### config.mk
export PLATFORM = sky130hd
export DESIGN_NAME = integer_array_sorter_top_flat
export DESIGN_NICKNAME = d
export VERILOG_FILES = /design/src/hdl/ias_pkg.sv /design/src/hdl/ias_in_if.sv /design/src/hdl/ias_out_if.sv /design/src/hdl/ias_cell.sv /design/src/hdl/integer_array_sorter_top.sv /design/src/flat_wrapper.sv
export SDC_FILE = /design/constraint.sdc
export NUM_CORES = 2
export LEC_CHECK = 0
export BUFFER_PORTS_ARGS = -buffer_cell sky130_fd_sc_hd__buf_4
export CORE_UTILIZATION = 64
export CTS_CLUSTER_SIZE = 14
export DETAILED_ROUTE_END_ITERATION = 7
export GPL_TIMING_DRIVEN = 0
export PLACE_DENSITY = 0.81
export REMOVE_ABC_BUFFERS = 1
export SKIP_CTS_REPAIR_TIMING = 1
export SLEW_MARGIN = 20
export SYNTH_ARGS = -nofsm -noshare
export SYNTH_HDL_FRONTEND = slang
export SYNTH_HIERARCHICAL = 1
export SYNTH_SLANG_ARGS = --single-unit
### constraint.sdc
create_clock -name i_clk -period 14.6 [get_ports i_clk]
set_input_delay 1.46 -clock i_clk [delete_from_list [all_inputs] [get_ports i_clk]]
set_output_delay 1.46 -clock i_clk [all_outputs]
set_load 0.01 [all_outputs]
### src/hdl/ias_pkg.sv
// Shared types and constants for the integer array sorter.
// No dependencies; compiled before every other file of the block.
package ias_pkg;

    localparam int VAL_W = 32;

    typedef logic signed [VAL_W-1:0] t_value;

    // Control that the sequencer sends to every cell of the chain.
    typedef struct packed {
        logic shift;   // move every held value one cell towards the output
    } t_cell_ctl;

endpackage

### src/hdl/ias_in_if.sv
// Input channel of the sorter: one value per request, with the closing mark.
// Depends on ias_pkg.
interface ias_in_if;
    import ias_pkg::*;

    logic   valid;
    logic   ready;
    t_value value;
    logic   is_last;

    modport source (output valid, output value, output is_last, input ready);
    modport sink   (input valid, input value, input is_last, output ready);
endinterface

### src/hdl/ias_out_if.sv
// Output channel of the sorter: sorted values with end-of-run and overflow marks.
// Depends on ias_pkg.
interface ias_out_if;
    import ias_pkg::*;

    logic   valid;
    logic   ready;
    t_value sorted_value;
    logic   end_of_run;
    logic   overflow;

    modport source (output valid, output sorted_value, output end_of_run,
                    output overflow, input ready);
    modport sink   (input valid, input sorted_value, input end_of_run,
                    input overflow, output ready);
endinterface

### src/hdl/ias_cell.sv
// One cell of the systolic insertion chain: holds one value and passes the
// larger of its held and incoming values to the right. Depends on ias_pkg.
module ias_cell (
    input  logic               i_clk,
    input  logic               i_rst_n,
    input  ias_pkg::t_cell_ctl i_ctl,
    input  logic               i_in_vld,
    input  ias_pkg::t_value    i_in_val,
    input  logic               i_nb_vld,
    input  ias_pkg::t_value    i_nb_val,
    output logic               o_vld,
    output ias_pkg::t_value    o_val,
    output logic               o_pass_vld,
    output ias_pkg::t_value    o_pass_val
);
    import ias_pkg::*;

    logic   r_vld, n_vld;
    t_value r_val, n_val;
    logic   r_pass_vld, n_pass_vld;
    t_value r_pass_val, n_pass_val;

    always_comb begin
        n_vld      = r_vld;
        n_val      = r_val;
        n_pass_vld = 1'b0;
        n_pass_val = r_pass_val;
        if (i_ctl.shift) begin
            n_vld = i_nb_vld;
            n_val = i_nb_val;
        end else if (i_in_vld) begin
            if (!r_vld) begin
                n_vld = 1'b1;
                n_val = i_in_val;
            end else if (i_in_val < r_val) begin
                // The newcomer takes this place and the held value moves on.
                n_val      = i_in_val;
                n_pass_vld = 1'b1;
                n_pass_val = r_val;
            end else begin
                n_pass_vld = 1'b1;
                n_pass_val = i_in_val;
            end
        end
    end

    always_ff @(posedge i_clk) begin
        if (!i_rst_n) begin
            r_vld      <= 1'b0;
            r_pass_vld <= 1'b0;
        end else begin
            r_vld      <= n_vld;
            r_pass_vld <= n_pass_vld;
        end
        r_val      <= n_val;
        r_pass_val <= n_pass_val;
    end

    assign o_vld      = r_vld;
    assign o_val      = r_val;
    assign o_pass_vld = r_pass_vld;
    assign o_pass_val = r_pass_val;

endmodule

### src/hdl/integer_array_sorter_top.sv
// Integer array sorter: a chain of insertion cells and its sequencer.
// Depends on ias_pkg, ias_in_if, ias_out_if and ias_cell.
//
// Use: values arrive on i_in, one request per cycle while i_in.ready is high.
// Each value enters the first cell of a chain of DEPTH cells; every cell keeps
// the smaller of its held and incoming values and hands the larger one to its
// right neighbour in the next cycle, so the chain stays sorted in ascending
// signed order and takes a new value every cycle.
// The request marked is_last closes the set. Values that arrive while DEPTH
// values are held are dropped, and every result of that set carries overflow.
// After the closing request the block counts down r_drain while values still
// travelling down the chain settle, then presents the held values on o_out
// from the first cell, smallest first, the last one marked end_of_run.
// Each accepted result shifts the whole chain one cell towards the output, so
// results flow at one per cycle while the receiver takes them; a stall simply
// holds the chain. i_in.ready is low from the closing request until the last
// result is taken.
// Reset (synchronous, active low) empties the chain and clears count and flag.
module integer_array_sorter_top #(
    parameter int DEPTH = 16
) (
    input  logic      i_clk,
    input  logic      i_rst_n,
    ias_in_if.sink    i_in,
    ias_out_if.source o_out
);
    import ias_pkg::*;

    localparam int CNT_W = $clog2(DEPTH + 1);

    typedef enum logic [1:0] {
        S_FILL,
        S_DRAIN,
        S_EMIT
    } t_state;

    t_state           r_state;
    logic [CNT_W-1:0] r_cnt;
    logic [CNT_W-1:0] r_drain;
    logic             r_drop;

    t_cell_ctl        ctl;
    logic             in_acc;
    logic             out_acc;
    logic             full;

    logic             held_vld [DEPTH];
    t_value           held_val [DEPTH];
    logic             pass_vld [DEPTH];
    t_value           pass_val [DEPTH];

    assign in_acc    = i_in.valid && i_in.ready;
    assign out_acc   = o_out.valid && o_out.ready;
    assign full      = (r_cnt == CNT_W'(DEPTH));
    assign ctl.shift = out_acc;

    assign i_in.ready         = (r_state == S_FILL);
    assign o_out.valid        = (r_state == S_EMIT);
    assign o_out.sorted_value = held_val[0];
    assign o_out.end_of_run   = (r_cnt == CNT_W'(1));
    assign o_out.overflow     = r_drop;

    always_ff @(posedge i_clk) begin
        if (!i_rst_n) begin
            r_state <= S_FILL;
            r_cnt   <= '0;
            r_drain <= '0;
            r_drop  <= 1'b0;
        end else begin
            case (r_state)
                S_FILL: begin
                    if (in_acc) begin
                        if (full) begin
                            r_drop <= 1'b1;
                        end else begin
                            r_cnt <= r_cnt + CNT_W'(1);
                        end
                        if (i_in.is_last) begin
                            r_drain <= CNT_W'(DEPTH);
                            r_state <= S_DRAIN;
                        end
                    end
                end
                S_DRAIN: begin
                    if (r_drain == '0) begin
                        r_state <= S_EMIT;
                    end else begin
                        r_drain <= r_drain - CNT_W'(1);
                    end
                end
                S_EMIT: begin
                    if (out_acc) begin
                        r_cnt <= r_cnt - CNT_W'(1);
                        if (r_cnt == CNT_W'(1)) begin
                            r_drop  <= 1'b0;
                            r_state <= S_FILL;
                        end
                    end
                end
                default: begin
                    r_state <= S_FILL;
                end
            endcase
        end
    end

    for (genvar g = 0; g < DEPTH; g++) begin : g_cell
        logic   in_vld;
        t_value in_val;
        logic   nb_vld;
        t_value nb_val;

        if (g == 0) begin : g_head
            assign in_vld = in_acc && !full;
            assign in_val = i_in.value;
        end else begin : g_body
            assign in_vld = pass_vld[g-1];
            assign in_val = pass_val[g-1];
        end

        if (g == DEPTH - 1) begin : g_tail
            assign nb_vld = 1'b0;
            assign nb_val = '0;
        end else begin : g_inner
            assign nb_vld = held_vld[g+1];
            assign nb_val = held_val[g+1];
        end

        ias_cell u_cell (
            .i_clk      (i_clk),
            .i_rst_n    (i_rst_n),
            .i_ctl      (ctl),
            .i_in_vld   (in_vld),
            .i_in_val   (in_val),
            .i_nb_vld   (nb_vld),
            .i_nb_val   (nb_val),
            .o_vld      (held_vld[g]),
            .o_val      (held_val[g]),
            .o_pass_vld (pass_vld[g]),
            .o_pass_val (pass_val[g])
        );
    end

`ifndef ASSERT_OFF
    a_no_overlap: assert property (@(posedge i_clk) disable iff (!i_rst_n)
        !(i_in.ready && o_out.valid))
        else $error("input taken while results are being shown");

    a_cnt_range: assert property (@(posedge i_clk) disable iff (!i_rst_n)
        r_cnt <= CNT_W'(DEPTH))
        else $error("held count beyond capacity");

    a_head_held: assert property (@(posedge i_clk) disable iff (!i_rst_n)
        o_out.valid |-> held_vld[0])
        else $error("result shown from an empty head cell");

    a_run_ends: assert property (@(posedge i_clk) disable iff (!i_rst_n)
        (out_acc && o_out.end_of_run) |=> (!o_out.valid && !held_vld[0]))
        else $error("chain not empty after the final result");

    a_settled: assert property (@(posedge i_clk) disable iff (!i_rst_n)
        o_out.valid |-> !pass_vld[DEPTH-1])
        else $error("value still moving while results are shown");
`endif

endmodule

### src/flat_wrapper.sv
// flat-port wrapper written by rule: the top's interface ports become plain ports
module integer_array_sorter_top_flat import ias_pkg::*;
#(
    parameter int DEPTH = 16
)
  (i_clk, i_rst_n, i_in_valid, i_in_value, i_in_is_last, i_in_ready, o_out_valid, o_out_sorted_value, o_out_end_of_run, o_out_overflow, o_out_ready);
  ias_in_if i_in_i ();
  ias_out_if o_out_i ();
  input  logic i_clk;
  input  logic i_rst_n;
  input wire logic [$bits(i_in_i.valid)-1:0] i_in_valid;
  input wire logic [$bits(i_in_i.value)-1:0] i_in_value;
  input wire logic [$bits(i_in_i.is_last)-1:0] i_in_is_last;
  output wire logic [$bits(i_in_i.ready)-1:0] i_in_ready;
  output wire logic [$bits(o_out_i.valid)-1:0] o_out_valid;
  output wire logic [$bits(o_out_i.sorted_value)-1:0] o_out_sorted_value;
  output wire logic [$bits(o_out_i.end_of_run)-1:0] o_out_end_of_run;
  output wire logic [$bits(o_out_i.overflow)-1:0] o_out_overflow;
  input wire logic [$bits(o_out_i.ready)-1:0] o_out_ready;
  assign i_in_i.valid = i_in_valid;
  assign i_in_i.value = i_in_value;
  assign i_in_i.is_last = i_in_is_last;
  assign i_in_ready = i_in_i.ready;
  assign o_out_valid = o_out_i.valid;
  assign o_out_sorted_value = o_out_i.sorted_value;
  assign o_out_end_of_run = o_out_i.end_of_run;
  assign o_out_overflow = o_out_i.overflow;
  assign o_out_i.ready = o_out_ready;
  integer_array_sorter_top #(.DEPTH(DEPTH)) u_core (.i_clk(i_clk), .i_rst_n(i_rst_n), .i_in(i_in_i), .o_out(o_out_i));
endmodule
==> impl_metrics.ini <==
[route]
drc_errors = 0
viasPerCell = 5.867
first_pass_iters = 6
wl_per_cell_microns = 18.79
ant_nets = 0
vias = 32510
drtIter0Drc = 1817
wl_microns = 104100

[sta]
timing.hold.ws_ns = 0.4812
tightest_slew_ns = 0.7367
clock_skew_ns = 0.02709
slew_violations = 0
layout_setup_ws_ns = 10.50
max_freq_mhz = 244.1
finalCriticalPeriod_ns = 4.096
hold_viol = 0
period_share = 0.2806
setup_viol = 0
rsz0062_at_grt = no
slew_headroom = 0.5059

[layout]
diodes = 0
multi_input_area_sq_um = 23660
layout.cells.non_filler = 5541
register_area_sq_um = 30670
nets = 4836
area_growth_pct = 11.01
postLayoutCoreUtil = 0.7218
drive_above_1_share = 0.3053
final.fill_count = 5576

[clock_tree]
clk_latency_ns = 0.68
cts-htree-levels = 3
clk_path_buf_depth = 3
clock-sinks = 1036
clk_pin_slew_worst_paths_ns = 0.06
cts-root-buf = clkbuf_16
numCtsBuffers = 107
cts_tree = done

[status]
status = finished, final reports clean

[placement]
pre_cts_slack_ns = 9.768
gp_congestion = 0.7810
numPortBuffers = 72
dp_hpwl_microns = 73640
dp_cells = 5345

[floorplan]
core-area_sq_um = 87430
io_pins = 73
die_x_microns = 300.0
die-area_sq_um = 90020
start_util = 0.6502
num_rows = 108
die_h_microns = 300.0

[job]
maxCapViolations = 0

[global_route]
grt-ovfl-total = 0
antenna_found_initial = 0
track_usage = 0.2326
grt_max_degree = 60
grt_pass1_vias = 34180
grt_pass1_wl_microns = 170800

[pwr]
total_power_mw = 6.449
p_per_area_nw_per_um2 = 102.2
peakVddDrop_mv = 0.1097
leakage_nw = 24.68

[synth]
synthesis.area_sq_um = 56850
yosys_warnings = 6
synthCells = 4117
avgSynthCellArea_sq_um = 13.81

[worst_setup_path]
required_ns = 14.96
cp.arrival_ns = 4.46
crit_path_start_kind = input port
crit_fanout = 28
crit_type = in2reg
endpoint_kind = flip-flop

[worst_hold_path]
hp-class = reg2reg
## cell type report
| class | instances | share of cell area |
|---|---|---|
| multi-input cells | 2464 | 0.3749 |
| inverters | 538 | 0.03200 |
| flip-flops and latches | 1036 | 0.4860 |
| clock inverters | 61 | 0.008704 |
| repair buffers | 152 | 0.02972 |
| well taps | 1155 | 0.02290 |
| clock buffers | 135 | 0.04580 |
## critical path: stages
cell	delay (ns)
buf_4	0.12
ha_1	0.30
a211o_1	0.29
a31oi_1	0.19
o221ai_1	0.19
a211o_1	0.43
a211oi_4	0.51
buf_8	0.22
buf_6	0.20
o22a_2	0.26
buf_12	0.22
## flip-flops by register name (all words and copies together) (netlist names)
signal,count
u_core/g_cell.u_cell/o_pass_val,480
u_core/r_cnt,5
u_core/g_cell.u_cell/o_val,512
u_core/r_state,2
u_core/o_out.overflow,1
u_core/r_drain,5
u_core/g_cell.u_cell/o_vld,16
u_core/g_cell.u_cell/o_pass_vld,15
## report_power, final
part | internal, mW | switching [mW]
registers | 3.30 | 0.0413
logic | 0.206 | 0.198
clock network | 1.56 | 1.14
total | 5.06 | 1.38
## per-stage QoR
stage	cell area (sq um)	setup TNS [ns]
after floorplan	56210	-2004.74
after global placement	58190	-
after detailed placement	59670	0
after CTS	63110	0
after global routing	63110	0
final	63110	0
## cell usage in the layout (no fill, tap or decap), types with 17 or more instances in the layout
cell type  instances
a211o_1           31
a21o_1            31
a21oi_1          192
a31oi_1           17
and2_1            46
and4_1            30
buf_12            32
buf_4             80
buf_6             21
clkbuf_1          20
clkbuf_16        110
clkinv_1          23
clkinv_2          17
conb_1            33
dfxtp_1           44
edfxtp_1         992
ha_1             500
inv_1            538
mux2_1            28
mux2_2           934
mux2_4            30
nand2_1          123
nand2b_1          52
nand3_1           48
nand4_1           53
nor2_1            68
o21ai_0           48
## routing by layer
metal,track usage,part of all wire,vias to the layer above
li1,-,-,15760
met1,0.2733,0.41,16090
met2,0.4375,0.53,503
met3,0.02876,0.029,158
met4,0.07544,0.031,0
met5,0,0,-
## final timing paths
path / from / end / slack, ns / cells past startpoint
worst max-delay path: i_in_value[2] / u_core/g_cell[0].u_cell/o_val[29] / 10.50 / 11
worst min-delay path: u_core/r_drain[1] / u_core/r_drain[1] / 0.48 / 2
worst max register to register: u_core/g_cell[8].u_cell/o_pass_val[31] / u_core/g_cell[9].u_cell/o_val[27] / 10.84 / 10
worst min register to register: u_core/r_drain[1] / u_core/r_drain[1] / 0.48 / 2
No activity file was read; power rests on OpenSTA's default activity.
